`src/rtl/sok_pkg.sv`:
```
`timescale 1ns / 1ps
// ----------------------------------------------------------------------------
// sok_pkg
// Shared widths, codes and controller/datapath handshake types for the
// spiral order lookup block.
// ----------------------------------------------------------------------------
package sok_pkg;

  localparam int MAX_DIM_DEF = 64;
  localparam int DATA_W      = 32;
  localparam int POS_W       = 16;
  localparam int COORD_W     = 6;
  localparam int SIZE_W      = 7;
  localparam int APB_AW      = 3;
  localparam int APB_DW      = 32;

  typedef enum logic {
    OP_WRITE = 1'b0,
    OP_QUERY = 1'b1
  } op_e;

  typedef enum logic {
    REG_ROWS = 1'b0,
    REG_COLS = 1'b1
  } reg_e;

  typedef enum logic [1:0] {
    ST_IDLE,
    ST_WALK,
    ST_DONE
  } state_e;

  typedef enum logic [1:0] {
    SIDE_TOP,
    SIDE_RIGHT,
    SIDE_BOTTOM,
    SIDE_LEFT
  } side_e;

  typedef struct packed {
    logic wr_en;
    logic start;
    logic step;
    logic load;
  } dp_cmd_t;

  typedef struct packed {
    logic hit;
    logic miss;
    logic out_free;
  } dp_status_t;

endpackage

```
`src/rtl/sok_ctrl.sv`:
```
`timescale 1ns / 1ps
// ----------------------------------------------------------------------------
// sok_ctrl
// Controller: takes requests, steps the spiral walk and hands the result to
// the output register.
// ----------------------------------------------------------------------------
module sok_ctrl (
  input  logic                clk_i,
  input  logic                rst_ni,
  input  logic                req_valid_i,
  input  sok_pkg::op_e        req_opcode_i,
  output logic                req_ready_o,
  input  sok_pkg::dp_status_t status_i,
  output sok_pkg::dp_cmd_t    cmd_o
);

  sok_pkg::state_e state_q, state_d;

  always_ff @(posedge clk_i or negedge rst_ni) begin
    if (!rst_ni) begin
      state_q <= sok_pkg::ST_IDLE;
    end else begin
      state_q <= state_d;
    end
  end

  always_comb begin
    state_d = state_q;
    unique case (state_q)
      sok_pkg::ST_IDLE: begin
        if (req_valid_i && (req_opcode_i == sok_pkg::OP_QUERY)) begin
          state_d = sok_pkg::ST_WALK;
        end
      end
      sok_pkg::ST_WALK: begin
        if (status_i.hit || status_i.miss) begin
          state_d = sok_pkg::ST_DONE;
        end
      end
      sok_pkg::ST_DONE: begin
        if (status_i.out_free) begin
          state_d = sok_pkg::ST_IDLE;
        end
      end
      default: state_d = sok_pkg::ST_IDLE;
    endcase
  end

  always_comb begin
    cmd_o       = '0;
    req_ready_o = 1'b0;
    unique case (state_q)
      sok_pkg::ST_IDLE: begin
        req_ready_o = 1'b1;
        cmd_o.wr_en = req_valid_i && (req_opcode_i == sok_pkg::OP_WRITE);
        cmd_o.start = req_valid_i && (req_opcode_i == sok_pkg::OP_QUERY);
      end
      sok_pkg::ST_WALK: begin
        cmd_o.step = 1'b1;
      end
      sok_pkg::ST_DONE: begin
        cmd_o.load = status_i.out_free;
      end
      default: begin
        req_ready_o = 1'b0;
      end
    endcase
  end

endmodule

```
`config.mk`:
```
export PLATFORM = sky130hd
export DESIGN_NAME = sok_ctrl
export DESIGN_NICKNAME = d
export VERILOG_FILES = /design/src/rtl/sok_pkg.sv /design/src/rtl/sok_ctrl.sv
export SDC_FILE = /design/constraint.sdc
export NUM_CORES = 1
export LEC_CHECK = 0
export BUFFER_PORTS_ARGS = -buffer_cell sky130_fd_sc_hd__buf_2
export CAP_MARGIN = 20
export CORE_AREA = 2 2 39 41
export DETAILED_ROUTE_END_ITERATION = 7
export DIE_AREA = 0 0 41 43
export GPL_ROUTABILITY_DRIVEN = 0
export RECOVER_POWER = 100
export SKIP_LAST_GASP = 1
export SYNTH_ARGS = -nofsm -noshare
export SYNTH_HDL_FRONTEND = slang
export SYNTH_SLANG_ARGS = --single-unit
```
`constraint.sdc`:
```
create_clock -name clk_i -period 0.8 [get_ports clk_i]
set_input_delay 0.12 -clock clk_i [delete_from_list [all_inputs] [get_ports clk_i]]
set_output_delay 0.12 -clock clk_i [all_outputs]
set_load 0.1 [all_outputs]
```
# After elaboration in Yosys (flattened, before gate mapping)

Index checks and enable logic that the tools add are counted.

Latch bits: 0
Memories kept: 0
Logic and storage cells: 20
RAM bits: 0
Bits in read-only memories: 0
Output and inout port bits: 5
Input bits: 7
Register bits after elaboration: 2

Multipliers: 0
Div/mod/pow operators: 0
Equal/unequal tests: 5
Shift operators: 0
Mux-type cells: 8
Reductions and logical operators: 5
Add/subtract/negate cells: 0
Bitwise operators: 1
$lt $le $gt $ge: 0

Operator list:

| kind                                                            | count |
|---|---|
| 2-bit two-way mux                                               | 4 |
| 2-bit != test, second input constant                            | 3 |
| 2-bit one-hot mux with 3 select lines                           | 1 |
| 1-bit two-way mux                                               | 3 |
| 3-bit AND reduction                                             | 1 |
| 2-bit by 1-bit == test with 1-bit output, second input constant | 1 |
| 2-bit == test, second input constant                            | 1 |
| 1-bit logical AND                                               | 2 |
| 2-bit zero test                                                 | 1 |
| 1-bit logical OR                                                | 1 |
| 1-bit inverter                                                  | 1 |

# Depth between registers and ports, before layout

Depth in word-level cells: 3
Gate-level depth with buffers: 2
Gate-level depth less buffers: 2

# Worst setup path after synthesis

No wires, ideal clock.

Kind: flip-flop to output port
Start point: register state_q[1]
End point: output port cmd_o[3] in the netlist's numbering
Cell stages (with the launch flop): 2
Buffers on the path: 0
Slack: -2.910 ns
Data required time: 0.680 ns
Data arrival time: 3.590 ns
Cells stage by stage: dfrtp_1 nor4b_1

RTL lines:

| element                  | RTL line       | RTL |
|---|---|---|
| start: declaration       | sok_ctrl.sv:17 | `sok_pkg::state_e state_q, state_d;` |
| start signal: assignment | sok_ctrl.sv:21 | `state_q <= sok_pkg::ST_IDLE;` |
| start signal: assignment | sok_ctrl.sv:23 | `state_q <= state_d;` |
| end: declaration         | sok_ctrl.sv:14 | `output sok_pkg::dp_cmd_t cmd_o` |

==> results.py <==
metrics = {
    "finish": {
        "regArea_um2": 52.55,
        "drive_above_1_share_pct": 74.19,
        "multi_input_area_um2": 97.59,
        "largest_register": "state_q",
        "reg_top3": "state_q: 2 flops",
        "area_delta_synth_final_pct": 183.3,
        "nets": 40,
        "largest_reg_flops": 2,
        "stdcell_count": 47,
        "diodes": 0,
        "fill_cells": 145,
        "design_area_um2": 361.6,
    },
    "clocking": {
        "clk_pin_slew_ns": 0.03,
        "clock-sinks": 2,
        "cts.htree.levels": 1,
        "cts_root_buf": "clkbuf_4",
        "clkLatencyLatePin_ns": 0.22,
        "clock_path_buffers": 2,
        "numCtsBuffers": 3,
        "cts_tree": "built",
    },
    "global_route": {
        "grt_pass1_wl_um": 752,
        "grtUsageTotal_pct": 7.028,
        "grt_max_degree": 6,
        "grt_pass1_vias": 185,
        "grt_overflow": 0,
        "antenna_found_initial": 0,
    },
    "critical_path": {
        "worstReg2RegEnd": "state_q[0]",
        "cp-end-kind": "output port",
        "worstSetupEndpoint": "cmd_o[3]",
        "path_class": "reg -> out",
        "worstSetupStartpointType": "flip-flop",
        "worstPathArrival_ns": 1.20,
        "r2r_start": "state_q[0]",
        "cp.required_ns": 0.68,
        "r2r_setup_slack_ns": -0.16,
        "reg2reg_depth": 2,
        "crit_fanout": 5,
        "critPathLaunch": "state_q[0]",
    },
    "synth": {
        "syn_area_per_cell_um2": 9.116,
        "ys_seq_area_share_pct": 39.22,
        "ys_ff_latch": 2,
        "syn_area_um2": 127.6,
        "synthesis.nets": 21,
        "yosysUniqueCellTypes": 12,
        "synthCells": 14,
        "ys_warn_count": 0,
    },
    "place": {
        "port_buffers": 11,
        "dpl.hpwl_um": 365,
        "placed_area_um2": 326.6,
        "dp.cells": 43,
    },
    "timing": {
        "tightest_slew_ns": 0.2635,
        "maxSlewViolCount": 0,
        "setup_violations": 7,
        "finalHoldViolCount": 0,
        "fin_crit_ns": 1.317,
        "finalWorstSetupSlack_ns": -0.5168,
        "fin_crit_sh_pct": 164.6,
        "rsz0062_at_grt": "yes",
        "fin_skew_ns": 0.0005865,
        "maxSlewHeadroom_pct": 82.36,
        "worst_hold_slack_ns": 0.1132,
        "fmax_mhz": 759.4,
    },
    "power_and_ir_drop": {
        "power.leakage_nw": 0.1563,
        "report.power.total_uw": 950.5,
        "ir_drop_mv": 1.189,
        "p_per_area_mw_per_mm2": 2629,
    },
    "route": {
        "viasPerCell": 3.660,
        "firstDrtPassIters": 3,
        "vias": 172,
        "route.detailed.drc": 0,
        "final_antenna_net_count": 0,
        "first_iter_violations": 11,
        "drt-total-wl_um": 421,
        "routedWlPerCell_um": 8.957,
    },
    "floorplanning": {
        "initial_utilization_pct": 9.222,
        "die_h_um": 43,
        "core-area_mm2": 0.001384,
        "dieWidth_um": 41,
        "pin_count": 12,
        "row_count": 14,
        "dieArea_mm2": 0.001763,
    },
    "status": {
        "violations": "setup timing",
        "outcome": "complete, but fails checks",
    },
    "worst_hold_path": {
        "hp-class": "in -> reg",
    },
    "run": {
        "drv_cap": 0,
    },
}
-- worst min-delay path by stage --
stage	startpoint	to	slack [ns]	cells past startpoint
2_1_floorplan	rst_ni	state_q[0]	-0.18	0
3_3_place_gp	rst_ni	state_q[1]	-0.09	1
3_5_place_dp	rst_ni	state_q[1]	-0.09	1
4_1_cts	status_i[0]	state_q[1]	0.11	2
5_1_grt	status_i[0]	state_q[1]	0.13	2
6_report	status_i[0]	state_q[1]	0.11	2
-- placed cells by master (no fill, tap or decap), drive strengths merged --
cell,instances
buf,13
clkbuf,4
nor2,3
dfrtp,2
nor2b,1
inv,1
nand2b,1
nor4b,1
o21ai,1
o22ai,1
a32o,1
and3,1
dlygate4sd3,1
-- timing repair --
| action | in CTS | in global routing |
|---|---|---|
| gates resized for setup | 1 | 0 |
| setup buffers | 0 | 0 |
| cloned | 0 | 0 |
| pin swaps | 0 | 2 |
| setup endpoints to repair | 7 | 7 |
| hold buffers | 1 | 0 |
| hold endpoints to repair | 2 | 0 |
-- synthesized netlist by cell type, drive strengths merged --
cell,number,area (um^2)
o22ai,1,6.260
nor2,3,13.77
nor4b,1,8.760
nand2b,1,6.260
nor2b,1,8.760
a32o,1,10.01
buf,1,7.510
and3,1,7.510
o21ai,1,5.000
dfrtp,2,50.05
inv,1,3.750
-- cell families after synthesis --
kind of cell / count (synthesis) / share of synthesized area, %
buffers and inverters: 2 / 8.823
DFF: 2 / 39.22
and+or+nand+nor: 7 / 35.31
AOI/OAI and AO/OA: 3 / 16.67
-- through the flow --
stage	setup slack (ns)	util (%)	setup TNS, ns
finish	-0.5168	26.13	-2.544
global route	-0.5805	26.13	-2.893
CTS	-0.5396	26.22	-2.665
detailed placement	-0.2977	23.60	-1.436
global placement	-0.2668	23.60	-1.391
floorplan	-0.8460	-	-2.995
-- power by group --
group / total, mW / internal [mW] / leakage (nW) / switching (mW)
Combinational: 0.572 / 0.224 / 0.119 / 0.347
Sequential: 0.157 / 0.121 / 0.0235 / 0.0359
Clock: 0.222 / 0.165 / 0.0138 / 0.0565
-- layout make-up --
| class | count | area share, % |
|---|---|---|
| Clock buffer | 3 | 6.228 |
| Sequential cell | 2 | 14.53 |
| Inverter | 1 | 1.038 |
| Tap cell | 16 | 5.536 |
| Multi-Input combinational cell | 10 | 26.99 |
| Timing Repair Buffer | 15 | 45.67 |
-- per-layer routing --
layer	up-vias	track usage [%]	wire, um
li1	85	-	-
met1	71	9.646	199
met2	14	6.875	132
met3	2	3.141	73
met4	0	8.000	16
met5	-	0	0
-- critical path: stages, from the launching register on --
cell and delay (ns):
dfrtp_2 0.44, nor4b_4 0.32, buf_12 0.21
Note: power is estimated with default switching activity, not from simulation.
